<file path="src/hdl/bci_pkg.sv">
package bci_pkg;

  localparam int BP_REGS     = 8;
  localparam int IDX_W       = 3;
  localparam int CFG_IDX_W   = 4;
  localparam int MV_W        = 16;
  localparam int FRAC_W      = 17;
  localparam int Q_W         = 16;
  // (N-1)*w fits in 19 bits for N up to 8
  localparam int ACC_W       = 19;
  localparam int QUEUE_DEPTH = 2;
  localparam int QPTR_W      = 1;
  localparam int QCNT_W      = 2;

  localparam logic [FRAC_W-1:0] FULL_SCALE = 17'h10000;

  typedef logic [MV_W-1:0] mv_t;
  typedef logic [BP_REGS-1:0][MV_W-1:0] bp_tbl_t;

  localparam bp_tbl_t BP_RESET = {
    16'd42000, 16'd40000, 16'd38500, 16'd37000,
    16'd35500, 16'd34000, 16'd32000, 16'd30000
  };

  typedef enum logic [1:0] {
    SEG_ZERO,
    SEG_FULL,
    SEG_INTERP
  } seg_kind_t;

  typedef struct packed {
    seg_kind_t         kind;
    logic [IDX_W-1:0]  idx;
    mv_t               lo;
    mv_t               hi;
    mv_t               volt;
  } seg_t;

endpackage

</file>
<file path="src/hdl/bci_front.sv">
module bci_front #(
  parameter int NUM_BREAKPOINTS = 8
) (
  input  logic             clk,
  input  logic             rst_n,
  input  logic             in_valid,
  output logic             in_stall,
  input  bci_pkg::mv_t     in_voltage_mv,
  input  bci_pkg::bp_tbl_t bp,
  input  logic             q_full,
  output logic             q_push,
  output bci_pkg::seg_t    q_push_data
);

  localparam int NB = (NUM_BREAKPOINTS < 2) ? 2 :
                      (NUM_BREAKPOINTS > bci_pkg::BP_REGS) ? bci_pkg::BP_REGS :
                      NUM_BREAKPOINTS;

  logic          vld_r;
  logic          vld_nxt;
  bci_pkg::seg_t seg_r;
  bci_pkg::seg_t seg_nxt;
  logic          load;
  logic          found;

  assign in_stall    = vld_r && q_full;
  assign q_push      = vld_r && !q_full;
  assign q_push_data = seg_r;
  assign load        = in_valid && !in_stall;

  // first breakpoint strictly above the sample closes the segment
  always_comb begin
    found        = 1'b0;
    seg_nxt.idx  = bci_pkg::IDX_W'(1);
    seg_nxt.lo   = bp[0];
    seg_nxt.hi   = bp[1];
    seg_nxt.volt = in_voltage_mv;
    for (int i = 1; i < bci_pkg::BP_REGS; i++) begin
      if (i < NB && !found && in_voltage_mv < bp[i]) begin
        found       = 1'b1;
        seg_nxt.idx = bci_pkg::IDX_W'(i);
        seg_nxt.lo  = bp[i-1];
        seg_nxt.hi  = bp[i];
      end
    end
    if (in_voltage_mv < bp[0]) begin
      seg_nxt.kind = bci_pkg::SEG_ZERO;
    end else if (!found) begin
      seg_nxt.kind = bci_pkg::SEG_FULL;
    end else begin
      seg_nxt.kind = bci_pkg::SEG_INTERP;
    end
  end

  always_comb begin
    vld_nxt = vld_r;
    if (load) begin
      vld_nxt = 1'b1;
    end else if (q_push) begin
      vld_nxt = 1'b0;
    end
  end

  always_ff @(posedge clk) begin
    if (!rst_n) begin
      vld_r <= 1'b0;
    end else begin
      vld_r <= vld_nxt;
    end
  end

  always_ff @(posedge clk) begin
    if (load) begin
      seg_r <= seg_nxt;
    end
  end

endmodule

</file>
<file path="src/hdl/bci_queue.sv">
module bci_queue (
  input  logic          clk,
  input  logic          rst_n,
  input  logic          push,
  input  bci_pkg::seg_t push_data,
  output logic          full,
  input  logic          pop,
  output bci_pkg::seg_t pop_data,
  output logic          empty
);

  bci_pkg::seg_t                   mem [bci_pkg::QUEUE_DEPTH];
  logic [bci_pkg::QPTR_W-1:0]      wr_ptr_r;
  logic [bci_pkg::QPTR_W-1:0]      rd_ptr_r;
  logic [bci_pkg::QCNT_W-1:0]      cnt_r;
  logic [bci_pkg::QCNT_W-1:0]      cnt_nxt;

  assign full     = (cnt_r == bci_pkg::QCNT_W'(bci_pkg::QUEUE_DEPTH));
  assign empty    = (cnt_r == '0);
  assign pop_data = mem[rd_ptr_r];

  always_comb begin
    cnt_nxt = cnt_r;
    if (push && !pop) begin
      cnt_nxt = cnt_r + bci_pkg::QCNT_W'(1);
    end else if (pop && !push) begin
      cnt_nxt = cnt_r - bci_pkg::QCNT_W'(1);
    end
  end

  always_ff @(posedge clk) begin
    if (!rst_n) begin
      wr_ptr_r <= '0;
      rd_ptr_r <= '0;
      cnt_r    <= '0;
    end else begin
      cnt_r <= cnt_nxt;
      if (push) begin
        wr_ptr_r <= wr_ptr_r + 1'b1;
      end
      if (pop) begin
        rd_ptr_r <= rd_ptr_r + 1'b1;
      end
    end
  end

  always_ff @(posedge clk) begin
    if (push) begin
      mem[wr_ptr_r] <= push_data;
    end
  end

endmodule

</file>
<file path="src/hdl/bci_back.sv">
module bci_back #(
  parameter int NUM_BREAKPOINTS = 8
) (
  input  logic                          clk,
  input  logic                          rst_n,
  input  logic                          q_empty,
  input  bci_pkg::seg_t                 q_data,
  output logic                          q_pop,
  output logic                          out_valid,
  input  logic                          out_stall,
  output logic [bci_pkg::FRAC_W-1:0]    out_charge_fraction
);

  localparam int NB = (NUM_BREAKPOINTS < 2) ? 2 :
                      (NUM_BREAKPOINTS > bci_pkg::BP_REGS) ? bci_pkg::BP_REGS :
                      NUM_BREAKPOINTS;
  localparam int NM1   = NB - 1;
  localparam int CNT_W = $clog2(bci_pkg::Q_W);

  typedef enum logic [1:0] {
    ST_IDLE,
    ST_PREP,
    ST_DIV,
    ST_OUT
  } state_t;

  state_t                        state_r;
  bci_pkg::seg_t                 seg_r;
  logic [bci_pkg::ACC_W-1:0]     acc_r;
  logic [bci_pkg::ACC_W-1:0]     den_r;
  logic [bci_pkg::Q_W-1:0]       q_r;
  logic [CNT_W-1:0]              cnt_r;
  logic                          out_valid_r;
  logic [bci_pkg::FRAC_W-1:0]    res_r;

  bci_pkg::mv_t                  width;
  logic [bci_pkg::ACC_W-1:0]     acc_init;
  logic [bci_pkg::ACC_W-1:0]     den_init;
  logic [bci_pkg::ACC_W:0]       trial;
  logic [bci_pkg::ACC_W:0]       diff;
  logic                          ge;

  assign q_pop               = (state_r == ST_IDLE) && !q_empty;
  assign out_valid           = out_valid_r;
  assign out_charge_fraction = res_r;

  // numerator is acc_init * 2^16; acc_init < den_init so the quotient fits 16 bits
  assign width    = seg_r.hi - seg_r.lo;
  assign acc_init = bci_pkg::ACC_W'(seg_r.idx - bci_pkg::IDX_W'(1))
                    * bci_pkg::ACC_W'(width)
                    + bci_pkg::ACC_W'(seg_r.volt - seg_r.lo);
  assign den_init = bci_pkg::ACC_W'(NM1) * bci_pkg::ACC_W'(width);

  assign trial = {acc_r, 1'b0};
  assign ge    = (trial >= {1'b0, den_r});
  assign diff  = trial - {1'b0, den_r};

  always_ff @(posedge clk) begin
    if (!rst_n) begin
      state_r     <= ST_IDLE;
      out_valid_r <= 1'b0;
    end else begin
      unique case (state_r)
        ST_IDLE: begin
          if (!q_empty) begin
            seg_r <= q_data;
            unique case (q_data.kind)
              bci_pkg::SEG_ZERO: begin
                res_r       <= '0;
                out_valid_r <= 1'b1;
                state_r     <= ST_OUT;
              end
              bci_pkg::SEG_FULL: begin
                res_r       <= bci_pkg::FULL_SCALE;
                out_valid_r <= 1'b1;
                state_r     <= ST_OUT;
              end
              default: begin
                state_r <= ST_PREP;
              end
            endcase
          end
        end
        ST_PREP: begin
          acc_r   <= acc_init;
          den_r   <= den_init;
          q_r     <= '0;
          cnt_r   <= '0;
          state_r <= ST_DIV;
        end
        ST_DIV: begin
          if (ge) begin
            acc_r <= diff[bci_pkg::ACC_W-1:0];
          end else begin
            acc_r <= trial[bci_pkg::ACC_W-1:0];
          end
          q_r   <= {q_r[bci_pkg::Q_W-2:0], ge};
          cnt_r <= cnt_r + CNT_W'(1);
          if (cnt_r == CNT_W'(bci_pkg::Q_W - 1)) begin
            res_r       <= {1'b0, q_r[bci_pkg::Q_W-2:0], ge};
            out_valid_r <= 1'b1;
            state_r     <= ST_OUT;
          end
        end
        ST_OUT: begin
          if (!out_stall) begin
            out_valid_r <= 1'b0;
            state_r     <= ST_IDLE;
          end
        end
      endcase
    end
  end

  a_rem_below_den: assert property (@(posedge clk) disable iff (!rst_n)
    (state_r == ST_DIV) |-> (acc_r < den_r))
    else $error("partial remainder not below divisor");

  a_den_nonzero: assert property (@(posedge clk) disable iff (!rst_n)
    (state_r == ST_DIV) |-> (den_r != '0))
    else $error("zero-width segment reached the divider");

  a_res_range: assert property (@(posedge clk) disable iff (!rst_n)
    out_valid_r |-> (res_r <= bci_pkg::FULL_SCALE))
    else $error("charge fraction above full scale");

  a_pop_leaves_idle: assert property (@(posedge clk) disable iff (!rst_n)
    q_pop |=> (state_r != ST_IDLE))
    else $error("popped transaction dropped");

endmodule

</file>
<file path="src/hdl/battery_charge_interpolator.sv">
// Channel  | Handshake           | Payload
// ---------+---------------------+-----------------------------------
// in       | in_valid / in_stall | in_voltage_mv[15:0]
// out      | out_valid/out_stall | out_charge_fraction[16:0]
// cfg      | cfg_wr_en           | cfg_index[3:0], cfg_data[15:0]
//
// Interpolated samples go from the front register into the queue, are popped by the
// back end, get their operands set up in ST_PREP and then pass the restoring divider,
// which forms a 16-bit quotient; the back end takes a new sample only once the last one
// has left ST_OUT. Out-of-range samples skip set-up and divider and go straight to ST_OUT.
// Synchronous active-low reset restores the breakpoint table and empties all stages.
// The front keeps accepting while the back divides or waits on out_stall,
// until the two-entry queue and front register are full.
module battery_charge_interpolator #(
  parameter int NUM_BREAKPOINTS = 8
) (
  input  logic                            clk,
  input  logic                            rst_n,
  input  logic                            in_valid,
  output logic                            in_stall,
  input  logic [bci_pkg::MV_W-1:0]        in_voltage_mv,
  output logic                            out_valid,
  input  logic                            out_stall,
  output logic [bci_pkg::FRAC_W-1:0]      out_charge_fraction,
  input  logic                            cfg_wr_en,
  input  logic [bci_pkg::CFG_IDX_W-1:0]   cfg_index,
  input  logic [bci_pkg::MV_W-1:0]        cfg_data
);

  bci_pkg::bp_tbl_t bp_r;
  logic             q_full;
  logic             q_empty;
  logic             q_push;
  logic             q_pop;
  bci_pkg::seg_t    q_push_data;
  bci_pkg::seg_t    q_pop_data;

  always_ff @(posedge clk) begin
    if (!rst_n) begin
      bp_r <= bci_pkg::BP_RESET;
    end else if (cfg_wr_en && cfg_index < bci_pkg::CFG_IDX_W'(bci_pkg::BP_REGS)) begin
      bp_r[cfg_index[bci_pkg::IDX_W-1:0]] <= cfg_data;
    end
  end

  bci_front #(
    .NUM_BREAKPOINTS(NUM_BREAKPOINTS)
  ) u_front (
    .clk          (clk),
    .rst_n        (rst_n),
    .in_valid     (in_valid),
    .in_stall     (in_stall),
    .in_voltage_mv(in_voltage_mv),
    .bp           (bp_r),
    .q_full       (q_full),
    .q_push       (q_push),
    .q_push_data  (q_push_data)
  );

  bci_queue u_queue (
    .clk      (clk),
    .rst_n    (rst_n),
    .push     (q_push),
    .push_data(q_push_data),
    .full     (q_full),
    .pop      (q_pop),
    .pop_data (q_pop_data),
    .empty    (q_empty)
  );

  bci_back #(
    .NUM_BREAKPOINTS(NUM_BREAKPOINTS)
  ) u_back (
    .clk                (clk),
    .rst_n              (rst_n),
    .q_empty            (q_empty),
    .q_data             (q_pop_data),
    .q_pop              (q_pop),
    .out_valid          (out_valid),
    .out_stall          (out_stall),
    .out_charge_fraction(out_charge_fraction)
  );

endmodule

</file>
<file path="config.mk">
export PLATFORM = sky130hd
export DESIGN_NAME = battery_charge_interpolator
export DESIGN_NICKNAME = d
export VERILOG_FILES = /design/src/hdl/bci_pkg.sv /design/src/hdl/bci_front.sv /design/src/hdl/bci_queue.sv /design/src/hdl/bci_back.sv /design/src/hdl/battery_charge_interpolator.sv
export SDC_FILE = /design/constraint.sdc
export NUM_CORES = 1
export LEC_CHECK = 0
export ABC_CLOCK_PERIOD_IN_PS = 8700
export BUFFER_PORTS_ARGS = -buffer_cell sky130_fd_sc_hd__clkbuf_2
export CAP_MARGIN = 10
export CORE_MARGIN = 4
export CORE_UTILIZATION = 45
export DETAILED_ROUTE_END_ITERATION = 10
export SYNTH_ARGS = -nofsm -noshare
export SYNTH_HDL_FRONTEND = slang
export SYNTH_HIERARCHICAL = 1
export SYNTH_SLANG_ARGS = --single-unit
</file>
<file path="constraint.sdc">
create_clock -name clk -period 8.7 [get_ports clk]
set_input_delay 2.175 -clock clk [delete_from_list [all_inputs] [get_ports clk]]
set_output_delay 2.175 -clock clk [all_outputs]
set_load 0.03 [all_outputs]
</file>
==> impl_metrics.env, run 1 <==
export IMPL_status="finished, final reports clean"
export IMPL_io_buffer_count=59
export IMPL_die_w_um=246.5
export IMPL_dr_total_vias=17700
export IMPL_globalRoute_totalOverflow=0
export IMPL_slowest_delay_ps=540
export IMPL_cts_hold_buf=0
export IMPL_seq_area_mm2=0.01127
export IMPL_synthMuxAreaShare_pct=6.324
export IMPL_synth_avg_cell_area_um2=10.50
export IMPL_fillers=5204
export IMPL_r2r_cells=29
export IMPL_maxCapViolCount=0
export IMPL_synth_top_family_by_area="adder cells"
export IMPL_clock_latency_ps=590
export IMPL_r2r_start="u_back/seg_r[16]"
export IMPL_min_path_type="register to register"
export IMPL_die_h_um=246.5
export IMPL_slew_viol_final=0
export IMPL_hp_start="u_front/q_push_data[50]"
export IMPL_slowest_stage="fa_1"
export IMPL_cp_data_arrival_time_ps=7020
export IMPL_ys_warn_count=6
export IMPL_synth_compound_area_share_pct=12.40
export IMPL_vdd_drop_max_uv=321.7
export IMPL_endpoint_kind="register"
export IMPL_ctsResizeCount=0
export IMPL_start_util_pct=45.40
export IMPL_rsz0062_at_grt="false"
export IMPL_synth_nets=2777
export IMPL_drc_errors=0
export IMPL_hold_end="u_queue/mem[0][50]"
export IMPL_synth_simple_area_share_pct=11.96
export IMPL_wl_mm=58.97
export IMPL_dr_max_layer_used="met4"
export IMPL_post_cts_buffers=0
export IMPL_p_int_w=0.006667
export IMPL_synth_xor_area_share_pct=2.463
export IMPL_synth_edff_count=284
export IMPL_finClkSkew_ps=16.65
export IMPL_min_period_over_period_pct=77.01
export IMPL_gp_congestion=0.9263
export IMPL_area_growth_pct=9.486
export IMPL_cp_top_family="adder cells"
export IMPL_critPathMaxFanout=5
export IMPL_layout_drive_gt1_share_pct=10.05
export IMPL_cts_tree="built"
export IMPL_grt_max_degree=75
export IMPL_avgRoutedWirePerCell_um=18.02
export IMPL_grt_antenna_before_repair=0
export IMPL_ys_async_sr_fraction_pct=0
export IMPL_finalSetupViolCount=0
export IMPL_routedLengthMet1_mm=26.10
export IMPL_rows=87
export IMPL_dieArea_mm2=0.06077
export IMPL_tightestPinTransition_ps=1133
export IMPL_period_minus_slack_ps=6700
export IMPL_grt_pass1_wl_mm=96.23
export IMPL_fin_nets=2817
export IMPL_leakagePower_nw=11.83
export IMPL_met3_length_mm=2.209
export IMPL_wl_met2_mm=28.26
export IMPL_pwr_share_seq_pct=25.6
export IMPL_antenna_left=0
export IMPL_power_density_mw_per_mm2=402.9
export IMPL_relSlewSlack_pct=24.45
export IMPL_pwr_share_comb_pct=57.6
export IMPL_holdPathStages=0
export IMPL_n_antenna_cell=0
export IMPL_core_area_mm2=0.05639
export IMPL_place_area_mm2=0.02656
export IMPL_drtIter0Drc=1056
export IMPL_clkSlewWorstSetupHoldPaths_ps=60
export IMPL_power_share_clock_pct=16.8
export IMPL_cts_buffer_depth=3
export IMPL_critPathKind="register to register"
export IMPL_max_freq_mhz=149.2
export IMPL_numCtsBuffers=47
export IMPL_clock_root_buffer="clkbuf_16"
export IMPL_ios=60
export IMPL_r2r_setup_slack_ps=2000
export IMPL_seq_area_frac_synth_pct=44.03
export IMPL_p_sw_w=0.004627
export IMPL_final_area_mm2=0.02803
export IMPL_switching_share_pct=40.97
export IMPL_reg2reg_to="u_back/acc_r[18]"
export IMPL_ys_flop_type="edfxtp_1"
export IMPL_setup_tns_ps=0
export IMPL_timing_final_ws_setup_ps=2000
export IMPL_vias_per_cell=5.408
export IMPL_dp_hpwl_mm=43.47
export IMPL_syn_inst=2438
export IMPL_h_tree_depth=2
export IMPL_yosysUniqueCellTypes=90
export IMPL_mappedNetlistArea_mm2=0.02560
export IMPL_synth_fa_ha_area_share_pct=16.47
export IMPL_ys_seq_elements=421
export IMPL_cts_sinks=421
export IMPL_required_ps=9020
export IMPL_drtPass1Iterations=7
export IMPL_dp_slack_ps=1979
export IMPL_path_buf_inv=5
export IMPL_hold_violations=0
export IMPL_multi_input_area_mm2=0.01274
export IMPL_grtUsageTotal_pct=19.57
export IMPL_crit_path_start_kind="register"
export IMPL_grt_pass1_vias=18240
[worst register-to-register path: cells and delay by family, from the launching register on]
kind,cells,cell delay (ps)
muxes,1,80
adders and majority gates,6,2460
xor gates and xnor gates,4,940
and+or+nand+nor,3,350
DFF,1,370
buffers and inverters,5,480
AOI/OAI and AO/OA,10,1780
[per-layer routing]
| layer | GRT usage (%) | vias up |
|---|---|---|
| li1 | - | 8699 |
| met1 | 25.33 | 8462 |
| met2 | 33.59 | 407 |
| met3 | 2.275 | 131 |
| met4 | 7.709 | 0 |
| met5 | 0 | - |
[cell usage after synthesis, types with 13 or more instances]
cell       number  area [um2]
edfxtp_1      284        8528
clkbuf_1       43       161.4
nor2_1        127       476.7
o211ai_1       64       480.5
a21o_1         37       277.8
nand2b_1       36       225.2
dfxtp_1       137        2743
buf_6          13       146.4
o2111ai_1      64       560.5
nand4_1        14       87.58
xor2_1         29       254.0
mux2i_1       101        1011
fa_1           65        1301
inv_1         297        1115
and2_1         32       200.2
o21ai_0        82       410.4
a21oi_1       110       550.5
ha_1          233        2915
nand2_1       257       964.7
nor2b_1        31       193.9
buf_2          22       110.1
nand3_1        70       350.3
mux2_2         54       608.1
nor3_1         25       125.1
xnor2_1        43       376.6
[worst max path at each step]
stage / startpoint / to / slack [ps] / cells after the start
CTS: u_back/seg_r[16] / u_back/acc_r[18] / 1960 / 29
floorplan: u_back/seg_r[16] / u_back/acc_r[18] / 2650 / 27
finish: u_back/seg_r[16] / u_back/acc_r[18] / 2000 / 29
global placement: u_back/seg_r[16] / u_back/acc_r[18] / 2140 / 27
global route: u_back/seg_r[16] / u_back/acc_r[18] / 1530 / 28
detailed placement: u_back/seg_r[16] / u_back/acc_r[18] / 1980 / 29
[power groups by stage]
stage,sequential (W),combinational (W),clock [W]
after floorplan,0.00294,0.00519,0
after global placement,0.00293,0.00634,0
after detailed placement,0.00294,0.00650,0
after CTS,0.00290,0.00655,0.00195
after global routing,0.00293,0.00743,0.00204
final,0.00290,0.00650,0.00190
[flip-flops by register name, summed over array words and instances, names as in the netlist, 2 cells and up, named ones only]
name / cells
bp_r: 128
u_back/acc_r: 19
u_back/cnt_r: 4
u_back/den_r: 19
u_back/out_charge_fraction: 17
u_back/q_r: 15
u_back/seg_r: 51
u_back/state_r: 2
u_front/q_push_data: 53
u_queue/cnt_r: 2
u_queue/mem: 106
[final cells by class]
class / instances / area share [%]
multi-input combinational: 1627 / 45.46
sequential: 421 / 40.22
clock buffer: 57 / 4.401
inverter: 300 / 4.017
tap: 756 / 3.375
timing repair buffer: 81 / 1.678
clock inverter: 31 / 0.8481
[stage by stage]
step	hold WS, ps	total power (W)	std cells	util (%)
finish	443.4	0.01129	3273	49.71
global route	452.2	0.01240	3273	49.71
CTS	436.1	0.01141	3273	49.71
detailed placement	432.9	0.009442	3185	47.10
global placement	425.8	0.009272	3184	47.07
floorplan	421.5	0.008138	2438	-
[logic make-up after synthesis]
group           count (synthesis)
compound gates                457
xor+xnor                       72
fa+ha+maj                     298
buf+inv                       390
flops                         421
mux                           155
simple gates                  645
[cells in the final DEF, fill, tap and decap left out, drive strengths merged, types with 11 or more instances in the layout]
cell type  count
nor2         127
clkinv        25
a211oi        11
and3          11
edfxtp       284
nor3          28
o21a          12
a21oi        114
nand4         14
xnor2         43
o211ai        65
buf           23
o2111ai       64
mux2          54
ha           233
a21o          37
dfxtp        137
mux2i        101
o21ai         93
xor2          29
and2          32
nor2b         32
inv          303
nand3         72
nand2        260
fa            65
clkbuf       115
nand2b        36
Note: power is estimated with default switching activity, not from simulation.
==> inputs of run 2 (changes only) <==
--- a/config.mk
+++ b/config.mk
@@ -5,7 +5,7 @@
 export SDC_FILE = /design/constraint.sdc
 export NUM_CORES = 1
 export LEC_CHECK = 0
-export ABC_CLOCK_PERIOD_IN_PS = 8700
+export ABC_CLOCK_PERIOD_IN_PS = 6000
 export BUFFER_PORTS_ARGS = -buffer_cell sky130_fd_sc_hd__clkbuf_2
 export CAP_MARGIN = 10
 export CORE_MARGIN = 4
==> constraint.sdc (replaced) <==
create_clock -name clk -period 6 [get_ports clk]
set_input_delay 1.5 -clock clk [delete_from_list [all_inputs] [get_ports clk]]
set_output_delay 1.5 -clock clk [all_outputs]
set_load 0.03 [all_outputs]
==> impl_metrics.env, run 2 (synthesized netlist as in run 1, its figures left out) <==
export IMPL_status="finished, final reports clean"
export IMPL_vdd_drop_max_uv=475.3
export IMPL_fin_util_pct=51.03
export IMPL_grt_max_degree=150
export IMPL_vias_per_cell=5.311
export IMPL_dp_hpwl_mm=43.07
export IMPL_pwr_share_seq_pct=23.5
export IMPL_largest_reg_flops=128
export IMPL_relSlewSlack_pct=23.55
export IMPL_p_int_w=0.01076
export IMPL_crit_path_start_kind="register"
export IMPL_ios=60
export IMPL_wl_mm=58.52
export IMPL_period_minus_slack_ps=5829
export IMPL_start_util_pct=45.40
export IMPL_fin_nets=2877
export IMPL_required_ps=6300
export IMPL_power_share_clock_pct=15.5
export IMPL_switching_share_pct=39.68
export IMPL_min_period_over_period_pct=97.14
export IMPL_p_sw_w=0.007075
export IMPL_finClkSkew_ps=33.52
export IMPL_final_common_cell="inv_1"
export IMPL_power_density_mw_per_mm2=619.8
export IMPL_numCtsBuffers=46
export IMPL_cts_buffer_depth=3
export IMPL_pwr_share_comb_pct=61.0
export IMPL_r2r_cells=27
export IMPL_dr_total_vias=17690
export IMPL_place_inst=3240
export IMPL_cts_sinks=421
export IMPL_finalNonFillerCells=3330
export IMPL_globalRoute_totalOverflow=0
export IMPL_critPathKind="register to register"
export IMPL_grtUsageTotal_pct=19.25
export IMPL_grt_pass1_wl_mm=94.52
export IMPL_rsz0062_at_grt="true"
export IMPL_area_growth_pct=12.38
export IMPL_min_path_type="register to register"
export IMPL_cp_data_arrival_time_ps=6130
export IMPL_power_total_w=0.01783
export IMPL_antenna_left=0
export IMPL_seq_area_mm2=0.01127
export IMPL_clock_latency_ps=600
export IMPL_h_tree_depth=2
export IMPL_maxCapViolCount=0
export IMPL_multi_input_area_mm2=0.01299
export IMPL_gp_congestion=0.8885
export IMPL_holdPathStages=0
export IMPL_drtPass1Iterations=5
export IMPL_tightestPinTransition_ps=1143
export IMPL_endpoint_kind="register"
export IMPL_fillers=5170
export IMPL_critPathMaxFanout=3
export IMPL_dieArea_mm2=0.06077
export IMPL_clock_root_buffer="clkbuf_16"
export IMPL_drtIter0Drc=953
export IMPL_core_area_mm2=0.05639
export IMPL_n_antenna_cell=0
export IMPL_drc_errors=0
export IMPL_rows=87
export IMPL_grt_pass1_vias=17860
export IMPL_grt_antenna_before_repair=0
export IMPL_slew_viol_final=0
export IMPL_io_buffer_count=59
export IMPL_die_h_um=246.5
export IMPL_die_w_um=246.5
export IMPL_avgRoutedWirePerCell_um=17.57
export IMPL_hold_violations=0
export IMPL_top_register="bp_r"
export IMPL_layout_drive_gt1_share_pct=13.52
export IMPL_clkSlewWorstSetupHoldPaths_ps=50
export IMPL_mostFrequentLayoutCells="inv_1 (290), edfxtp_1 (284), nand2_1 (257)"
export IMPL_leakagePower_nw=12.13
export IMPL_finalSetupViolCount=0
export IMPL_max_freq_mhz=171.6
export IMPL_cts_tree="built"
run 2: cell types whose count changed in the layout (fill, tap and decap cells not counted), moves of 7 or more:
| cell | before | now |
|---|---|---|
| inv_2 | 3 | 10 |
| buf_4 | 22 | 78 |
| inv_1 | 297 | 290 |
| clkbuf_1 | 8 | 20 |
| ha_4 | 0 | 7 |
| ha_1 | 233 | 224 |
| clkinv_1 | 12 | 5 |
run 2: final timing paths:
check,from,endpoint,slack (ps)
setup / recovery,u_back/seg_r[16],u_back/acc_r[18],170
hold / removal,u_front/q_push_data[49],u_queue/mem[1][49],440
setup reg to reg,u_back/seg_r[16],u_back/acc_r[18],170
hold reg to reg,u_front/q_push_data[49],u_queue/mem[1][49],440
run 2: area by class of cell:
cell class,instances,area share (%)
Timing Repair Buffer,142,3.370
Tap cell,756,3.288
Sequential cell,421,39.18
Clock buffer,69,4.444
Clock inverter,15,0.6480
Inverter,300,3.914
Multi-Input combinational cell,1627,45.16
run 2: stage by stage:
stage	TNS (ps)	hold WS [ps]	cell area, um2	setup WS (ps)
2_1_floorplan	0	421.5	25610	9.957
3_3_place_gp	-141.0	424.3	27000	-141.0
3_5_place_dp	-209.9	432.7	27000	-209.9
4_1_cts	0	444.4	28520	3.042
5_1_grt	-111.5	460.5	28770	-111.5
6_report	0	442.9	28770	171.4
run 2: per-layer routing:
layer  share of wire (%)  vias to the layer above  global-route usage (%)
met2                  48                      376                   32.81
li1                    -                     8804                       -
met5                   0                        -                       0
met1                  45                     8404                   25.47
met4                 3.4                        0                   6.674
met3                 3.7                      101                   2.264
run 2: power groups by stage:
stage	combinational (W)	clock (W)	sequential, W
after floorplan	0.00753	0	0.00427
after global placement	0.00992	0	0.00424
after detailed placement	0.0102	0	0.00426
after CTS	0.0104	0.00285	0.00420
after global routing	0.0124	0.00295	0.00423
final	0.0109	0.00276	0.00419
run 2: critical path, cell delays in order, from the launching register on:
cell and delay [ps]:
edfxtp_1 350, inv_1 60, ha_2 190, inv_2 40
fa_2 350, a21o_1 170, a21oi_2 140, o21bai_1 90
a21o_1 200, a21oi_2 210, o21ba_4 200, xor2_4 180
nor2_1 60, ha_1 290, fa_1 480, inv_1 50
fa_1 540, inv_2 50, ha_4 210, a2111o_1 430
o211ai_1 330, a21boi_4 110, a41oi_2 170, a21oi_2 80
xnor2_1 190, xnor2_1 150, xnor2_1 130, mux2i_1 80
run 2: what timing repair did:
item / in CTS / in global routing
endpoints found under the hold margin: 0 / 0
setup endpoints to repair: 1 / 5
buffers inserted: 1 / 4
hold buffers: 0 / 0
gates resized for setup: 9 / 45
pin swaps: 6 / 55
==> inputs of run 3 (changes only) <==
--- a/config.mk
+++ b/config.mk
@@ -8,8 +8,8 @@
 export ABC_CLOCK_PERIOD_IN_PS = 6000
 export BUFFER_PORTS_ARGS = -buffer_cell sky130_fd_sc_hd__clkbuf_2
 export CAP_MARGIN = 10
-export CORE_MARGIN = 4
 export CORE_UTILIZATION = 45
+export CTS_BUF_LIST = sky130_fd_sc_hd__clkbuf_4 sky130_fd_sc_hd__clkbuf_8 sky130_fd_sc_hd__clkbuf_16
 export DETAILED_ROUTE_END_ITERATION = 10
 export SYNTH_ARGS = -nofsm -noshare
 export SYNTH_HDL_FRONTEND = slang
==> impl_metrics.env, run 3 (synthesized netlist as in run 1, its figures left out) <==
export IMPL_numCtsBuffers=45
export IMPL_io_buffer_count=59
export IMPL_wl_mm=58.08
export IMPL_drtIter0Drc=1005
export IMPL_slowest_stage="fa_1"
export IMPL_cp_data_arrival_time_ps=6240
export IMPL_holdPathStages=0
export IMPL_r2r_cells=34
export IMPL_final_common_cell="inv_1"
export IMPL_p_sw_w=0.007245
export IMPL_cpMostUsedCell="buf_4"
export IMPL_cts_tree="built"
export IMPL_hold_end="u_queue/mem[1][5]"
export IMPL_globalRoute_totalOverflow=0
export IMPL_cts_buffer_depth=3
export IMPL_finalSetupViolCount=0
export IMPL_critPathMaxFanout=3
export IMPL_grt_max_degree=70
export IMPL_p_int_w=0.01101
export IMPL_top_register="bp_r"
export IMPL_crit_path_start_kind="register"
export IMPL_tightestPinTransition_ps=1204
export IMPL_avgRoutedWirePerCell_um=17.42
export IMPL_clock_latency_ps=570
export IMPL_pwr_share_seq_pct=23.0
export IMPL_r2r_start="u_back/seg_r[16]"
export IMPL_required_ps=6300
export IMPL_finClkSkew_ps=27.65
export IMPL_cts_sinks=421
export IMPL_r2r_setup_slack_ps=60
export IMPL_endpoint_kind="register"
export IMPL_switching_share_pct=39.68
export IMPL_dp_hpwl_mm=43.47
export IMPL_setup_tns_ps=0
export IMPL_mostFrequentLayoutCells="inv_1 (292), edfxtp_1 (284), nand2_1 (257)"
export IMPL_slowest_delay_ps=520
export IMPL_h_tree_depth=2
export IMPL_leakagePower_nw=12.18
export IMPL_die_w_um=240.5
export IMPL_critPathKind="register to register"
export IMPL_pwr_share_comb_pct=61.7
export IMPL_dieArea_mm2=0.05785
export IMPL_core_area_mm2=0.05628
export IMPL_drtPass1Iterations=5
export IMPL_multi_input_area_mm2=0.01305
export IMPL_power_share_clock_pct=15.3
export IMPL_hold_violations=0
export IMPL_hp_start="u_front/q_push_data[5]"
export IMPL_rows=87
export IMPL_drc_errors=0
export IMPL_ios=60
export IMPL_dp_slack_ps=-248.6
export IMPL_grt_pass1_wl_mm=94.10
export IMPL_status="finished, final reports clean"
export IMPL_grt_antenna_before_repair=0
export IMPL_seq_area_mm2=0.01127
export IMPL_fin_nets=2883
export IMPL_vdd_drop_max_uv=426.1
export IMPL_period_minus_slack_ps=5944
export IMPL_dr_total_vias=17800
export IMPL_fillers=5067
export IMPL_slew_viol_final=0
export IMPL_place_inst=3241
export IMPL_path_buf_inv=11
export IMPL_cp_top_family="adder cells"
export IMPL_gp_congestion=0.8980
export IMPL_largest_reg_flops=128
export IMPL_vias_per_cell=5.340
export IMPL_die_h_um=240.5
export IMPL_clkSlewWorstSetupHoldPaths_ps=60
export IMPL_finalNonFillerCells=3334
export IMPL_start_util_pct=45.49
export IMPL_clock_root_buffer="clkbuf_16"
export IMPL_min_path_type="register to register"
export IMPL_rsz0062_at_grt="true"
export IMPL_power_density_mw_per_mm2=632.7
export IMPL_n_antenna_cell=0
export IMPL_grt_pass1_vias=18140
export IMPL_timing_final_ws_setup_ps=56.28
export IMPL_max_freq_mhz=168.2
export IMPL_antenna_left=0
export IMPL_area_growth_pct=12.72
export IMPL_layout_drive_gt1_share_pct=14.58
export IMPL_fin_util_pct=51.28
export IMPL_maxCapViolCount=0
export IMPL_grtUsageTotal_pct=20.48
export IMPL_min_period_over_period_pct=99.06
export IMPL_relSlewSlack_pct=19.44
export IMPL_reg2reg_to="u_back/acc_r[18]"
-- run 3: how the worst max path moves through the flow --
stage                                 from                to  slack [ps]  cells after the start
final                     u_back/seg_r[16]  u_back/acc_r[18]          60                     34
after global routing      u_back/seg_r[16]  u_back/acc_r[18]        -330                     28
after CTS                 u_back/seg_r[16]  u_back/acc_r[18]          40                     29
after detailed placement  u_back/seg_r[16]  u_back/acc_r[18]        -250                     29
after global placement    u_back/seg_r[16]  u_back/acc_r[18]        -170                     27
after floorplan           u_back/seg_r[16]  u_back/acc_r[18]          10                     25
-- run 3: cell type report --
| type | instances | share of cell area, % |
|---|---|---|
| clock inverters | 27 | 0.9279 |
| well taps | 756 | 3.278 |
| repair buffers | 149 | 3.399 |
| multi-input cells | 1627 | 45.21 |
| clock buffers | 54 | 4.219 |
| flip-flops and latches | 421 | 39.06 |
| inverters | 300 | 3.902 |
-- run 3: layer usage --
metal / track usage, % / vias up / wire (um)
li1: - / 8820 / -
met1: 25.95 / 8525 / 25530
met2: 35.86 / 345 / 28670
met3: 2.296 / 113 / 2027
met4: 7.528 / 0 / 1846
met5: 0 / - / 0
-- run 3: what timing repair did --
| action | CTS | global route |
|---|---|---|
| endpoints found under the setup margin | 1 | 7 |
| pin swaps | 12 | 51 |
| buffers inserted | 6 | 6 |
| resized for setup | 8 | 57 |
| hold buffers | 0 | 0 |
-- run 3: power by group through the flow --
stage / combinational [W] / sequential, W / clock (W)
global placement: 0.00995 / 0.00424 / 0
floorplan: 0.00753 / 0.00427 / 0
CTS: 0.0104 / 0.00420 / 0.00287
detailed placement: 0.0102 / 0.00426 / 0
global route: 0.0128 / 0.00423 / 0.00297
finish: 0.0113 / 0.00419 / 0.00279
-- run 3: through the flow --
stage,instance area [um2],total power (W),hold WS [ps]
6_report,28860,0.01826,436.4
5_1_grt,28860,0.01999,450.1
4_1_cts,28540,0.01749,435.5
3_5_place_dp,26980,0.01446,430.4
3_3_place_gp,26980,0.01419,424.8
2_1_floorplan,25610,0.01180,421.5
